<file path="src/design/tepq_pkg.sv">
// Shared types and constants for the timer expiry priority queue.
// Depends on nothing; the front end, the back end and the top level import it.
package tepq_pkg;

  // Fixed field widths of the transaction ports
  localparam int unsigned OP_W       = 2;
  localparam int unsigned FIELD_BITS = 48;
  localparam int unsigned HANDLER_W  = 8;
  localparam int unsigned TAG_W      = 16;
  localparam int unsigned KIND_W     = 2;
  localparam int unsigned STATUS_W   = 2;

  // Defaults for the top-level parameters
  localparam int unsigned QUEUE_DEPTH_DEF = 16;
  localparam int unsigned TIME_BITS_DEF   = 48;

  // At most this many expiry results per tick
  localparam int unsigned RESULT_CAP = 16;
  localparam int unsigned N_W        = $clog2(RESULT_CAP + 1);

  // Queue depths between front/back and at the result side
  localparam int unsigned CMDQ_DEPTH = 2;
  localparam int unsigned RESQ_DEPTH = 2;

  typedef enum logic [OP_W-1:0] {
    OP_SET_AFTER = 2'd0,
    OP_SET_UNTIL = 2'd1,
    OP_TICK      = 2'd2
  } op_e;

  typedef enum logic [KIND_W-1:0] {
    KIND_SET_STATUS = 2'd0,
    KIND_EXPIRED    = 2'd1,
    KIND_TICK_EMPTY = 2'd2
  } kind_e;

  typedef enum logic [STATUS_W-1:0] {
    ST_ACCEPTED = 2'd0,
    ST_PAST     = 2'd1,
    ST_FULL     = 2'd2
  } status_e;

  typedef enum logic [1:0] {
    BK_IDLE,
    BK_SCAN,
    BK_PASS_END
  } back_state_e;

  typedef struct packed {
    op_e                   op;
    logic [FIELD_BITS-1:0] time_value;
    logic [HANDLER_W-1:0]  handler;
    logic [TAG_W-1:0]      tag;
  } cmd_t;

  typedef struct packed {
    kind_e                 kind;
    status_e               status;
    logic [HANDLER_W-1:0]  handler;
    logic [TAG_W-1:0]      tag;
    logic [FIELD_BITS-1:0] expiry;
    logic                  last;
  } result_t;

endpackage

</file>
<file path="src/design/tepq_fifo.sv">
// Small synchronous FIFO built from registers, one write and one read per cycle.
// Self-contained; used for the command queue and the result queue.
module tepq_fifo #(
  parameter int unsigned WIDTH = 8,
  parameter int unsigned DEPTH = 2
) (
  input  logic             clk_i,
  input  logic             rst_ni,
  input  logic             wr_valid_i,
  input  logic [WIDTH-1:0] wr_data_i,
  output logic             full_o,
  output logic             rd_valid_o,
  output logic [WIDTH-1:0] rd_data_o,
  input  logic             rd_pop_i
);

  localparam int unsigned PTR_W = (DEPTH > 1) ? $clog2(DEPTH) : 1;
  localparam int unsigned CNT_W = $clog2(DEPTH + 1);

  logic [WIDTH-1:0] data_q [DEPTH];
  logic [PTR_W-1:0] wr_ptr_q, rd_ptr_q;
  logic [CNT_W-1:0] cnt_q;
  logic             do_wr, do_rd;

  assign full_o     = (cnt_q == CNT_W'(DEPTH));
  assign rd_valid_o = (cnt_q != '0);
  assign rd_data_o  = data_q[rd_ptr_q];
  assign do_wr      = wr_valid_i && !full_o;
  assign do_rd      = rd_pop_i && rd_valid_o;

  always_ff @(posedge clk_i or negedge rst_ni) begin
    if (!rst_ni) begin
      wr_ptr_q <= '0;
      rd_ptr_q <= '0;
      cnt_q    <= '0;
    end else begin
      if (do_wr) begin
        wr_ptr_q <= (wr_ptr_q == PTR_W'(DEPTH - 1)) ? '0 : wr_ptr_q + 1'b1;
      end
      if (do_rd) begin
        rd_ptr_q <= (rd_ptr_q == PTR_W'(DEPTH - 1)) ? '0 : rd_ptr_q + 1'b1;
      end
      if (do_wr && !do_rd) begin
        cnt_q <= cnt_q + 1'b1;
      end else if (do_rd && !do_wr) begin
        cnt_q <= cnt_q - 1'b1;
      end
    end
  end

  always_ff @(posedge clk_i) begin
    if (do_wr) begin
      data_q[wr_ptr_q] <= wr_data_i;
    end
  end

endmodule

</file>
<file path="src/design/tepq_front.sv">
// Front end: accepts input transactions, decodes the operation, drops unused codes
// and queues commands for the back end. Depends on tepq_pkg and tepq_fifo.
module tepq_front (
  input  logic                                clk_i,
  input  logic                                rst_ni,
  input  logic                                push,
  output logic                                full,
  input  logic [tepq_pkg::OP_W-1:0]           operation_i,
  input  logic [tepq_pkg::FIELD_BITS-1:0]     time_value_i,
  input  logic [tepq_pkg::HANDLER_W-1:0]      handler_id_i,
  input  logic [tepq_pkg::TAG_W-1:0]          timer_tag_i,
  output tepq_pkg::cmd_t                      cmd_o,
  output logic                                cmd_valid_o,
  input  logic                                cmd_pop_i
);
  import tepq_pkg::*;

  logic                 is_cmd;
  cmd_t                 cmd_in;
  logic [$bits(cmd_t)-1:0] q_data;

  // Operation code 3 is taken but has no effect, so it never enters the queue
  always_comb begin
    case (operation_i)
      OP_SET_AFTER, OP_SET_UNTIL, OP_TICK: is_cmd = 1'b1;
      default:                             is_cmd = 1'b0;
    endcase
  end

  assign cmd_in.op         = op_e'(operation_i);
  assign cmd_in.time_value = time_value_i;
  assign cmd_in.handler    = handler_id_i;
  assign cmd_in.tag        = timer_tag_i;

  tepq_fifo #(
    .WIDTH($bits(cmd_t)),
    .DEPTH(CMDQ_DEPTH)
  ) u_cmdq (
    .clk_i     (clk_i),
    .rst_ni    (rst_ni),
    .wr_valid_i(push && is_cmd),
    .wr_data_i (cmd_in),
    .full_o    (full),
    .rd_valid_o(cmd_valid_o),
    .rd_data_o (q_data),
    .rd_pop_i  (cmd_pop_i)
  );

  assign cmd_o = cmd_t'(q_data);

endmodule

</file>
<file path="src/design/tepq_back.sv">
// Back end: timer slot storage, set handling and the expiry scan for ticks.
// Depends on tepq_pkg; results go to the result FIFO in the top level.
module tepq_back #(
  parameter int unsigned QUEUE_DEPTH = tepq_pkg::QUEUE_DEPTH_DEF,
  parameter int unsigned TIME_BITS   = tepq_pkg::TIME_BITS_DEF
) (
  input  logic              clk_i,
  input  logic              rst_ni,
  input  tepq_pkg::cmd_t    cmd_i,
  input  logic              cmd_valid_i,
  output logic              cmd_pop_o,
  output tepq_pkg::result_t res_o,
  output logic              res_push_o,
  input  logic              res_full_i
);
  import tepq_pkg::*;

  localparam int unsigned IDX_W = (QUEUE_DEPTH > 1) ? $clog2(QUEUE_DEPTH) : 1;
  localparam int unsigned CNT_W = $clog2(QUEUE_DEPTH + 1);

  // Slot storage (memory, registered read)
  logic [TIME_BITS-1:0] mem_time    [QUEUE_DEPTH];
  logic [HANDLER_W-1:0] mem_handler [QUEUE_DEPTH];
  logic [TAG_W-1:0]     mem_tag     [QUEUE_DEPTH];
  logic [TIME_BITS-1:0] rd_time_q;
  logic [HANDLER_W-1:0] rd_hd_q;
  logic [TAG_W-1:0]     rd_tag_q;
  logic                 rd_en;
  logic [IDX_W-1:0]     rd_addr;
  logic                 mem_we;
  logic [TIME_BITS-1:0] mem_wtime;

  back_state_e          state_q, state_d;
  logic [QUEUE_DEPTH-1:0] valid_q, valid_d;
  logic [TIME_BITS-1:0] cur_q, cur_d;
  logic [TIME_BITS-1:0] near_q, near_d;
  logic [CNT_W-1:0]     cnt_q, cnt_d;
  logic                 chk_vld_q, chk_vld_d;
  logic [IDX_W-1:0]     chk_idx_q, chk_idx_d;
  logic                 found_q, found_d;
  logic [IDX_W-1:0]     best_idx_q, best_idx_d;
  logic [TIME_BITS-1:0] best_time_q, best_time_d;
  logic [HANDLER_W-1:0] best_hd_q, best_hd_d;
  logic [TAG_W-1:0]     best_tag_q, best_tag_d;
  logic [TIME_BITS-1:0] min_q, min_d;
  logic [N_W-1:0]       n_q, n_d;
  logic                 pend_q, pend_d;
  result_t              pend_res_q, pend_res_d;

  logic [TIME_BITS-1:0] cmd_tv;
  logic [TIME_BITS:0]   sum;
  logic [TIME_BITS-1:0] armed_after;
  logic [TIME_BITS-1:0] armed;
  logic [IDX_W-1:0]     free_idx;
  logic                 free_any;

  assign cmd_tv      = TIME_BITS'(cmd_i.time_value);
  assign sum         = {1'b0, cur_q} + {1'b0, cmd_tv};
  assign armed_after = sum[TIME_BITS] ? '1 : sum[TIME_BITS-1:0];
  assign armed       = (cmd_i.op == OP_SET_AFTER) ? armed_after : cmd_tv;
  assign rd_addr     = cnt_q[IDX_W-1:0];
  assign mem_wtime   = armed;

  // Lowest free slot
  always_comb begin
    free_idx = '0;
    free_any = 1'b0;
    for (int i = QUEUE_DEPTH - 1; i >= 0; i--) begin
      if (!valid_q[i]) begin
        free_idx = IDX_W'(i);
        free_any = 1'b1;
      end
    end
  end

  always_comb begin
    state_d     = state_q;
    valid_d     = valid_q;
    cur_d       = cur_q;
    near_d      = near_q;
    cnt_d       = cnt_q;
    found_d     = found_q;
    best_idx_d  = best_idx_q;
    best_time_d = best_time_q;
    best_hd_d   = best_hd_q;
    best_tag_d  = best_tag_q;
    min_d       = min_q;
    n_d         = n_q;
    pend_d      = pend_q;
    pend_res_d  = pend_res_q;
    cmd_pop_o   = 1'b0;
    res_push_o  = 1'b0;
    res_o       = '0;
    mem_we      = 1'b0;

    // Scan read issue, one slot per cycle
    rd_en     = (state_q == BK_SCAN) && (cnt_q < CNT_W'(QUEUE_DEPTH));
    chk_vld_d = rd_en;
    chk_idx_d = rd_addr;
    if (rd_en) begin
      cnt_d = cnt_q + 1'b1;
    end

    // Compare the slot read last cycle; strict less-than keeps the lowest slot on ties
    if (chk_vld_q && valid_q[chk_idx_q]) begin
      if ((rd_time_q < cur_q) && (n_q < N_W'(RESULT_CAP)) &&
          (!found_q || (rd_time_q < best_time_q))) begin
        found_d     = 1'b1;
        best_idx_d  = chk_idx_q;
        best_time_d = rd_time_q;
        best_hd_d   = rd_hd_q;
        best_tag_d  = rd_tag_q;
      end
      if (rd_time_q < min_q) begin
        min_d = rd_time_q;
      end
    end

    case (state_q)
      BK_IDLE: begin
        if (cmd_valid_i && !res_full_i) begin
          cmd_pop_o = 1'b1;
          case (cmd_i.op)
            OP_SET_AFTER, OP_SET_UNTIL: begin
              res_push_o = 1'b1;
              res_o.kind = KIND_SET_STATUS;
              res_o.expiry = FIELD_BITS'(armed);
              res_o.last = 1'b1;
              if ((cmd_i.op == OP_SET_UNTIL) && (cmd_tv < cur_q)) begin
                res_o.status = ST_PAST;
              end else if (!free_any) begin
                res_o.status = ST_FULL;
              end else begin
                res_o.status = ST_ACCEPTED;
                mem_we = 1'b1;
                valid_d[free_idx] = 1'b1;
                if (armed < near_q) begin
                  near_d = armed;
                end
              end
            end
            OP_TICK: begin
              cur_d = cmd_tv;
              if (cmd_tv <= near_q) begin
                // Nothing pending is earlier than the new time
                res_push_o  = 1'b1;
                res_o.kind  = KIND_TICK_EMPTY;
                res_o.last  = 1'b1;
              end else begin
                n_d     = '0;
                pend_d  = 1'b0;
                cnt_d   = '0;
                found_d = 1'b0;
                min_d   = '1;
                state_d = BK_SCAN;
              end
            end
            default: ;
          endcase
        end
      end

      BK_SCAN: begin
        if ((cnt_q == CNT_W'(QUEUE_DEPTH)) && !chk_vld_q) begin
          state_d = BK_PASS_END;
        end
      end

      BK_PASS_END: begin
        // The held expiry goes out once we know whether another follows
        if (!(pend_q || !found_q) || !res_full_i) begin
          if (pend_q) begin
            res_push_o = 1'b1;
            res_o      = pend_res_q;
            res_o.last = !found_q;
          end else if (!found_q) begin
            res_push_o = 1'b1;
            res_o.kind = KIND_TICK_EMPTY;
            res_o.last = 1'b1;
          end
          if (found_q) begin
            pend_d             = 1'b1;
            pend_res_d         = '0;
            pend_res_d.kind    = KIND_EXPIRED;
            pend_res_d.status  = ST_ACCEPTED;
            pend_res_d.handler = best_hd_q;
            pend_res_d.tag     = best_tag_q;
            pend_res_d.expiry  = FIELD_BITS'(best_time_q);
            valid_d[best_idx_q] = 1'b0;
            n_d     = n_q + 1'b1;
            cnt_d   = '0;
            found_d = 1'b0;
            min_d   = '1;
            state_d = BK_SCAN;
          end else begin
            near_d  = min_q;
            pend_d  = 1'b0;
            state_d = BK_IDLE;
          end
        end
      end

      default: state_d = BK_IDLE;
    endcase
  end

  always_ff @(posedge clk_i or negedge rst_ni) begin
    if (!rst_ni) begin
      state_q   <= BK_IDLE;
      valid_q   <= '0;
      cur_q     <= '0;
      near_q    <= '1;
      cnt_q     <= '0;
      chk_vld_q <= 1'b0;
      found_q   <= 1'b0;
      n_q       <= '0;
      pend_q    <= 1'b0;
    end else begin
      state_q   <= state_d;
      valid_q   <= valid_d;
      cur_q     <= cur_d;
      near_q    <= near_d;
      cnt_q     <= cnt_d;
      chk_vld_q <= chk_vld_d;
      found_q   <= found_d;
      n_q       <= n_d;
      pend_q    <= pend_d;
    end
  end

  always_ff @(posedge clk_i) begin
    chk_idx_q   <= chk_idx_d;
    best_idx_q  <= best_idx_d;
    best_time_q <= best_time_d;
    best_hd_q   <= best_hd_d;
    best_tag_q  <= best_tag_d;
    min_q       <= min_d;
    pend_res_q  <= pend_res_d;
  end

  always_ff @(posedge clk_i) begin
    if (mem_we) begin
      mem_time[free_idx]    <= mem_wtime;
      mem_handler[free_idx] <= cmd_i.handler;
      mem_tag[free_idx]     <= cmd_i.tag;
    end
    if (rd_en) begin
      rd_time_q <= mem_time[rd_addr];
      rd_hd_q   <= mem_handler[rd_addr];
      rd_tag_q  <= mem_tag[rd_addr];
    end
  end

endmodule

</file>
<file path="src/design/timer_expiry_priority_queue_unit.sv">
// Timer expiry priority queue, top level.
// Depends on tepq_pkg, tepq_fifo, tepq_front and tepq_back.
//
// Usage:
//  - Input side is a queue: a transaction is taken on a clock edge with push high
//    and full low. operation_i selects set-after (0), set-until (1) or tick (2);
//    code 3 is taken and ignored.
//  - Result side is a queue: while empty is low the oldest result sits on the
//    result ports; pop high on an edge takes it. last marks the final result of
//    one input transaction.
//  - A two-entry command queue sits between the front end and the back end, so
//    up to two transactions are taken back to back while the back end is busy.
//  - Set transactions: the back end takes one only while the result queue has
//    room, and writes its status into the result queue as it takes it.
//  - Tick: if the new time is not past the nearest pending expiry, the back end
//    writes an empty-tick result without a scan. Otherwise it scans the slot
//    memory one slot a cycle through its single read port, and a tick runs
//    (expired timers + 1) passes, at most RESULT_CAP + 1.
//  - When the receiver stalls, the back end holds in place once the two-entry
//    result queue is full; nothing is dropped.
//  - Reset clears all slots, the current time and the nearest expiry. There is
//    no clearing pass: the block is ready as soon as reset is released.
module timer_expiry_priority_queue_unit #(
  parameter int unsigned QUEUE_DEPTH = tepq_pkg::QUEUE_DEPTH_DEF,
  parameter int unsigned TIME_BITS   = tepq_pkg::TIME_BITS_DEF
) (
  input  logic                              clk_i,
  input  logic                              rst_ni,
  input  logic                              push,
  output logic                              full,
  input  logic [tepq_pkg::OP_W-1:0]         operation_i,
  input  logic [tepq_pkg::FIELD_BITS-1:0]   time_value_i,
  input  logic [tepq_pkg::HANDLER_W-1:0]    handler_id_i,
  input  logic [tepq_pkg::TAG_W-1:0]        timer_tag_i,
  output logic                              empty,
  input  logic                              pop,
  output logic [tepq_pkg::KIND_W-1:0]       result_kind_o,
  output logic [tepq_pkg::STATUS_W-1:0]     status_o,
  output logic [tepq_pkg::HANDLER_W-1:0]    expired_handler_o,
  output logic [tepq_pkg::TAG_W-1:0]        expired_tag_o,
  output logic [tepq_pkg::FIELD_BITS-1:0]   expiry_time_o,
  output logic                              last_o
);
  import tepq_pkg::*;

  cmd_t    cmd;
  logic    cmd_valid;
  logic    cmd_pop;
  result_t res_in;
  logic    res_push;
  logic    res_full;
  logic    res_valid;
  logic [$bits(result_t)-1:0] res_data;
  result_t res_out;

  tepq_front u_front (
    .clk_i       (clk_i),
    .rst_ni      (rst_ni),
    .push        (push),
    .full        (full),
    .operation_i (operation_i),
    .time_value_i(time_value_i),
    .handler_id_i(handler_id_i),
    .timer_tag_i (timer_tag_i),
    .cmd_o       (cmd),
    .cmd_valid_o (cmd_valid),
    .cmd_pop_i   (cmd_pop)
  );

  tepq_back #(
    .QUEUE_DEPTH(QUEUE_DEPTH),
    .TIME_BITS  (TIME_BITS)
  ) u_back (
    .clk_i      (clk_i),
    .rst_ni     (rst_ni),
    .cmd_i      (cmd),
    .cmd_valid_i(cmd_valid),
    .cmd_pop_o  (cmd_pop),
    .res_o      (res_in),
    .res_push_o (res_push),
    .res_full_i (res_full)
  );

  // Result queue decouples the back end from a stalling receiver
  tepq_fifo #(
    .WIDTH($bits(result_t)),
    .DEPTH(RESQ_DEPTH)
  ) u_resq (
    .clk_i     (clk_i),
    .rst_ni    (rst_ni),
    .wr_valid_i(res_push),
    .wr_data_i (res_in),
    .full_o    (res_full),
    .rd_valid_o(res_valid),
    .rd_data_o (res_data),
    .rd_pop_i  (pop)
  );

  assign res_out           = result_t'(res_data);
  assign empty             = !res_valid;
  assign result_kind_o     = res_out.kind;
  assign status_o          = res_out.status;
  assign expired_handler_o = res_out.handler;
  assign expired_tag_o     = res_out.tag;
  assign expiry_time_o     = res_out.expiry;
  assign last_o            = res_out.last;

  // Back end must never push into a full result queue
  a_no_push_when_full: assert property (@(posedge clk_i) disable iff (!rst_ni)
    !(res_push && res_full))
    else $error("result pushed into full result queue");

  // Back end only takes a command that is present
  a_pop_needs_cmd: assert property (@(posedge clk_i) disable iff (!rst_ni)
    cmd_pop |-> cmd_valid)
    else $error("command popped from empty command queue");

  // Status and empty-tick results always close their transaction
  a_single_results_last: assert property (@(posedge clk_i) disable iff (!rst_ni)
    (res_push && (res_in.kind != KIND_EXPIRED)) |-> res_in.last)
    else $error("non-expiry result without last");

endmodule
</file>
<file path="config.mk">
export PLATFORM = sky130hd
export DESIGN_NAME = timer_expiry_priority_queue_unit
export DESIGN_NICKNAME = d
export VERILOG_FILES = /design/src/design/tepq_pkg.sv /design/src/design/tepq_fifo.sv /design/src/design/tepq_front.sv /design/src/design/tepq_back.sv /design/src/design/timer_expiry_priority_queue_unit.sv
export SDC_FILE = /design/constraint.sdc
export NUM_CORES = 2
export LEC_CHECK = 0
export ABC_AREA = 0
export BUFFER_PORTS_ARGS = -buffer_cell sky130_fd_sc_hd__clkbuf_2
export CAP_MARGIN = 20
export CORE_ASPECT_RATIO = 0.9
export CORE_MARGIN = 4
export CORE_UTILIZATION = 50
export DETAILED_ROUTE_END_ITERATION = 10
export MAX_ROUTING_LAYER = met4
export PLACE_DENSITY = 0.67
export SETUP_SLACK_MARGIN = 0.4
export SLEW_MARGIN = 20
export SYNTH_ARGS = -nofsm -noshare
export SYNTH_HDL_FRONTEND = slang
export SYNTH_SLANG_ARGS = --single-unit
</file>
<file path="constraint.sdc">
create_clock -name clk_i -period 12.1 [get_ports clk_i]
set_clock_uncertainty 0.05 [all_clocks]
set_input_delay 0.605 -clock clk_i [delete_from_list [all_inputs] [get_ports clk_i]]
set_output_delay 0.605 -clock clk_i [all_outputs]
set_load 0.02 [all_outputs]
</file>
# After elaboration in Yosys (flattened, before gate mapping)
# Memories as Yosys holds them, arrays and structs flattened. A register that Yosys moved wholly into a read port is not among the register bits.
# Index checks and enable logic that the tools add are counted.
# totals
regBits	335
rom_bits	0
latch_bits	0
mem_count	5
ramBits	1454
elab_cells	267
inputBits	78
out_inout_bits	79
# classes
bitwise	3
order_cmp	13
addsub	11
eq_ne	20
muxes	142
n_reduce_logical	49
shifts	0
mul	0
n_div	0
# memory_table
name	depth	width	read_ports	rd_clocked_by_memory_dff	wr	line	rtl
u_back.mem_time	16	48	1	1	1	tepq_back.sv:22	logic [TIME_BITS-1:0] mem_time [QUEUE_DEPTH];
u_back.mem_tag	16	16	1	1	1	tepq_back.sv:24	logic [TAG_W-1:0] mem_tag [QUEUE_DEPTH];
u_resq.data_q	2	77	1	0	1	tepq_fifo.sv:20	logic [WIDTH-1:0] data_q [DEPTH];
u_front.u_cmdq.data_q	2	74	1	0	1	tepq_fifo.sv:20	
u_back.mem_handler	16	8	1	1	1	tepq_back.sv:23	logic [HANDLER_W-1:0] mem_handler [QUEUE_DEPTH];
# op_table
op	n
$mux W48	17
$lt A48 B48 Y1	5
$pmux W48 S2	2
$pmux W49 S2	1
$mux W16	6
$mux W77	1
$mux W72	1
$mux W4	17
$mux W1	56
$mux W5	11
$add A48 B48 Y49	1
$mux W49	1
$le A48 B48 Y1	1
$mux W2	16
$pmux W16 S2	1
$mux W24	1
$pmux W5 S2	2
$logic_and A1 B1 Y1	18
$and A16 B16 Y16	1
$not A16 Y16	1
$or A16 B16 Y16	1
$lt A4 B5 Y1 const B	3
$ne A2 B2 Y1 const B	6
$add A5 B1 Y5 const B	2
26 further kinds	66

# Logic depth before layout (Yosys ltp)
# depth
ltp_word	26
ltp_mapped	32
ltp_nobuf	25

# By module
# From an unflattened synthesis, not the netlist that was laid out.
# unflattened
cells_unflattened	5176
area_unflattened_um2	80140.6
# by_module_without_submodules
mod	cells_per_inst	instances	seq_area_each_um2	area_per_inst_um2
tepq_back	4666	1	45478.6	68550.7
tepq_fifo at u_resq	259	1	4724.5	5834.3
tepq_fifo at u_front.u_cmdq	249	1	4544.4	5740.5
tepq_front	1	1	0.0	11.3
timer_expiry_priority_queue_unit	1	1	0.0	3.8

# Worst setup path before layout
# OpenSTA, ideal clock, no wires.
# synth_timing
path_type	register -> register
start	register u_front.u_cmdq.rd_ptr_q
end	memory u_resq.data_q[0][0] (netlist name), enable pin
setup_ns	0.607
required_time_ns	11.443
stages_incl_launch_ff	17
setup_slack_ns	2.723
arrival_time_ns	8.719
n_path_buf	3
period_less_slack_ns	9.377
path_cell_list	dfrtp_1 buf_2 buf_1 buf_1 mux2i_1 inv_1 ha_1 a21o_1 a21o_1 a21o_1 a21o_1 a21oi_1 o211ai_1 nor3_1 a311oi_1 o211a_1 nor3_1
# synth_rtl
item	line	rtl
from (decl)	tepq_fifo.sv:21	logic [PTR_W-1:0] wr_ptr_q, rd_ptr_q;
from (signal assigned)	tepq_fifo.sv:41	rd_ptr_q <= (rd_ptr_q == PTR_W'(DEPTH - 1)) ? '0 : rd_ptr_q + 1'b1;
to (decl)	tepq_fifo.sv:20	

==> results.cfg <==
[floorplanning]
dieArea_um2 = 166000
die_h_um = 387
dieWidth_um = 429
coreArea_um2 = 158000
io_pins = 157
start_util_pct = 50.6
fp-row-count = 138

[clock_network]
clock-root-buffer = clkbuf_16
cts_tree = done
insertion_delay_ps = 830
clkTransAtPathRegs_ps = 60
htreeDepth = 4
cts_made_buffers = 182
cts_resized = 0
cts_sinks = 1861
clockBufferDepth = 3

[power_and_ir_drop]
power.share.clock_pct = 23.0
power_mw = 24.6
intPower_mw = 15.8
p_switching_mw = 8.85
sw_frac_of_total_pct = 35.9
vdd.ir_drop.worst_uv = 199
p_leak_nw = 32.6
pwr-share-comb_pct = 37.7
cellPowerDensity_nw_per_um2 = 273
p_seq_share_pct = 39.3

[placement]
post-place-ws_ps = 2300
portBuffers = 156
place_congestion = 0.942
hpwl_um = 126000

[grt]
grt_max_degree = 152
grt_antenna_before_repair = 8
grt_pass1_vias = 44200
grt_pass1_wl_um = 303000
overflow = 0
grt_use_total_pct = 25.6

[sta]
slew_headroom_pct = 25.6
hold_viol = 0
fin_crit_sh_pct = 78.9
worst_pin_slew_ps = 1120
setup_viol = 0
setup_ws_ps = 2550
hold_slack_ps = 63.4
drv_slew = 0
fin_crit_ps = 9550
fin_setup_tns_ps = 0
rsz0062_at_grt = false
fmaxAchievable_ghz = 0.105

[yosys]
synth.most_common_cell = edfxtp_1
seq_area_frac_synth_pct = 68.5
syn_area_um2 = 79900
ys_ff_latch = 1861
synth-main-ff-cell = edfxtp_1
netlist-cell-type-count = 92
synth-async-reset-ratio_pct = 7.25
syn_nets = 5066
yosysWarnings = 0
synth.avg_cell_area_um2 = 17.2
synth_top_cell_area_share_pct = 62.9
yosys-top-cells-count = edfxtp_1 (1674), mux4_2 (365), ha_1 (352), inv_1 (296), a21oi_1 (177)
synth.area.top_cells = edfxtp_1 (63%), mux4_2 (10%), ha_1 (5.5%), dfrtp_1 (2.7%), dfstp_2 (1.6%)
synth_edf_count = 1674
yosys.area.top_type = edfxtp_1
postSynthCellCount = 4635

[critical_path]
worstPathArrival_ps = 10230
critPathCaptureType = flip-flop
worst_setup_path_start_kind = flip-flop
worst-path-max-fanout = 46
path_class = reg -> reg
critPathRequiredTime_ps = 12780

[run_status]
status = finished clean

[worst_hold_path]
hold_path_class = in -> reg

[layout]
syn_to_final_growth_pct = 13.1
postLayoutCoreUtil_pct = 57.2
fin_nets = 5392
num_antenna_cells = 0
drive_gt1_share_pct = 22.4

[route]
drtAntennaViolNets = 0
routedWlPerCell_um = 28.5
routed_wl_um = 206000
drtPass1Iterations = 5
vias = 43700
dr.first_iter.drc_count = 4402
vias_per_cell = 6.05
drc = 0

[job]
max-cap-violations = 0
cell families (layout without fill, tap and decap cells):
group	count (synthesis)	count (layout)	synth area share, %
and+or+nand+nor	615	615	3.74
muxes	601	601	13.4
xor gates and xnor gates	52	52	0.570
DFF	1861	1861	68.5
adders and majority gates	353	353	5.54
buffers and inverters	476	955	2.33
AOI/OAI and AO/OA	677	677	5.89
critical path, stage by stage, from the launching register on:
cell and delay (ps):
dfrtp_4 1010, buf_4 700, mux2i_1 510, inv_1 160, ha_1 440, or3_1 440, nand2b_1 220, nand2b_1 200
o311a_1 320, o31a_4 150, o21ai_4 620, a311o_1 200, o2111ai_1 230, inv_1 490, ha_1 220, nand4_1 200
or3b_2 520, nor3_1 400, nand4_1 270, a21oi_1 270, a32oi_1 90, a31oi_1 250, a31o_4 490, buf_4 550
mux2_2 400
worst paths after layout:
| kind | startpoint | end | slack, ps | cells past startpoint |
|---|---|---|---|---|
| worst min-delay path | time_value_i[46] | u_front.u_cmdq.data_q[1][70] | 60 | 1 |
| worst min register to register | u_back.best_tag_q[8] | u_back.pend_res_q[57] | 360 | 0 |
| min in group asynchronous | rst_ni | u_back.valid_q[5] | 230 | 2 |
| worst max-delay path | u_front.u_cmdq.rd_ptr_q | u_back.near_q[23] | 2550 | 24 |
| max in group asynchronous | rst_ni | u_back.cnt_q[2] | 10420 | 3 |
| worst max register to register | u_front.u_cmdq.rd_ptr_q | u_back.near_q[23] | 2550 | 24 |
through the flow:
stage               area (um2)  instances
global route             90300       7214
CTS                      90300       7213
floorplan                79900       4635
global placement         83500       6801
detailed placement       83600       6803
finish                   90300       7214
flip-flops by register name (all words and copies together) (netlist names), 72 cells and up:
| register | count |
|---|---|
| u_back.pend_res_q | 72 |
| u_back.mem_time | 768 |
| u_back.mem_handler | 128 |
| u_resq.data_q | 154 |
| u_front.u_cmdq.data_q | 148 |
| u_back.mem_tag | 256 |
layout by cell type (no fill, tap or decap), types with 87 or more instances in the layout:
cell type | synthesis | layout
edfxtp_1 | 1674 | 1674
mux4_2 | 365 | 365
ha_1 | 352 | 352
inv_1 | 296 | 296
clkbuf_16 | 0 | 187
a21oi_1 | 177 | 174
nand2_1 | 162 | 162
nor2_1 | 174 | 156
clkbuf_2 | 1 | 155
mux2i_1 | 125 | 125
o21ai_0 | 116 | 116
mux2_2 | 111 | 111
buf_4 | 6 | 87
timing repair:
| item | 4_1_cts | 5_1_grt |
|---|---|---|
| hold buffers | 73 | 0 |
| setup buffers | 0 | 0 |
| setup endpoints to repair | 0 | 0 |
| hold endpoints to repair | 181 | 0 |
power groups by stage:
stage                     clock, mW  sequential, mW  combinational [mW]
after global placement            0            9.76                9.09
after global routing           6.06            9.75                10.1
after detailed placement          0            9.78                9.23
final                          5.66            9.67                9.30
after CTS                      5.78            9.66                9.30
after floorplan                   0            9.34                6.56
final cells by class:
cell class | count | area (um2)
fill | 11900 | 67600
sequential | 1861 | 54800
multi-input combinational | 2298 | 23500
clock buffer | 234 | 4960
tap | 2100 | 2630
timing repair buffer | 322 | 2310
inverter | 296 | 1110
clock inverter | 103 | 1030
metal layers:
layer	share of wire, %	routed length [um]	GRT usage, %
met5	0	0	-
met4	3.1	6420	7.71
met3	6.5	13300	3.48
met2	48	99000	40.0
met1	42	87000	35.5
(Power assumes the default switching activity.)
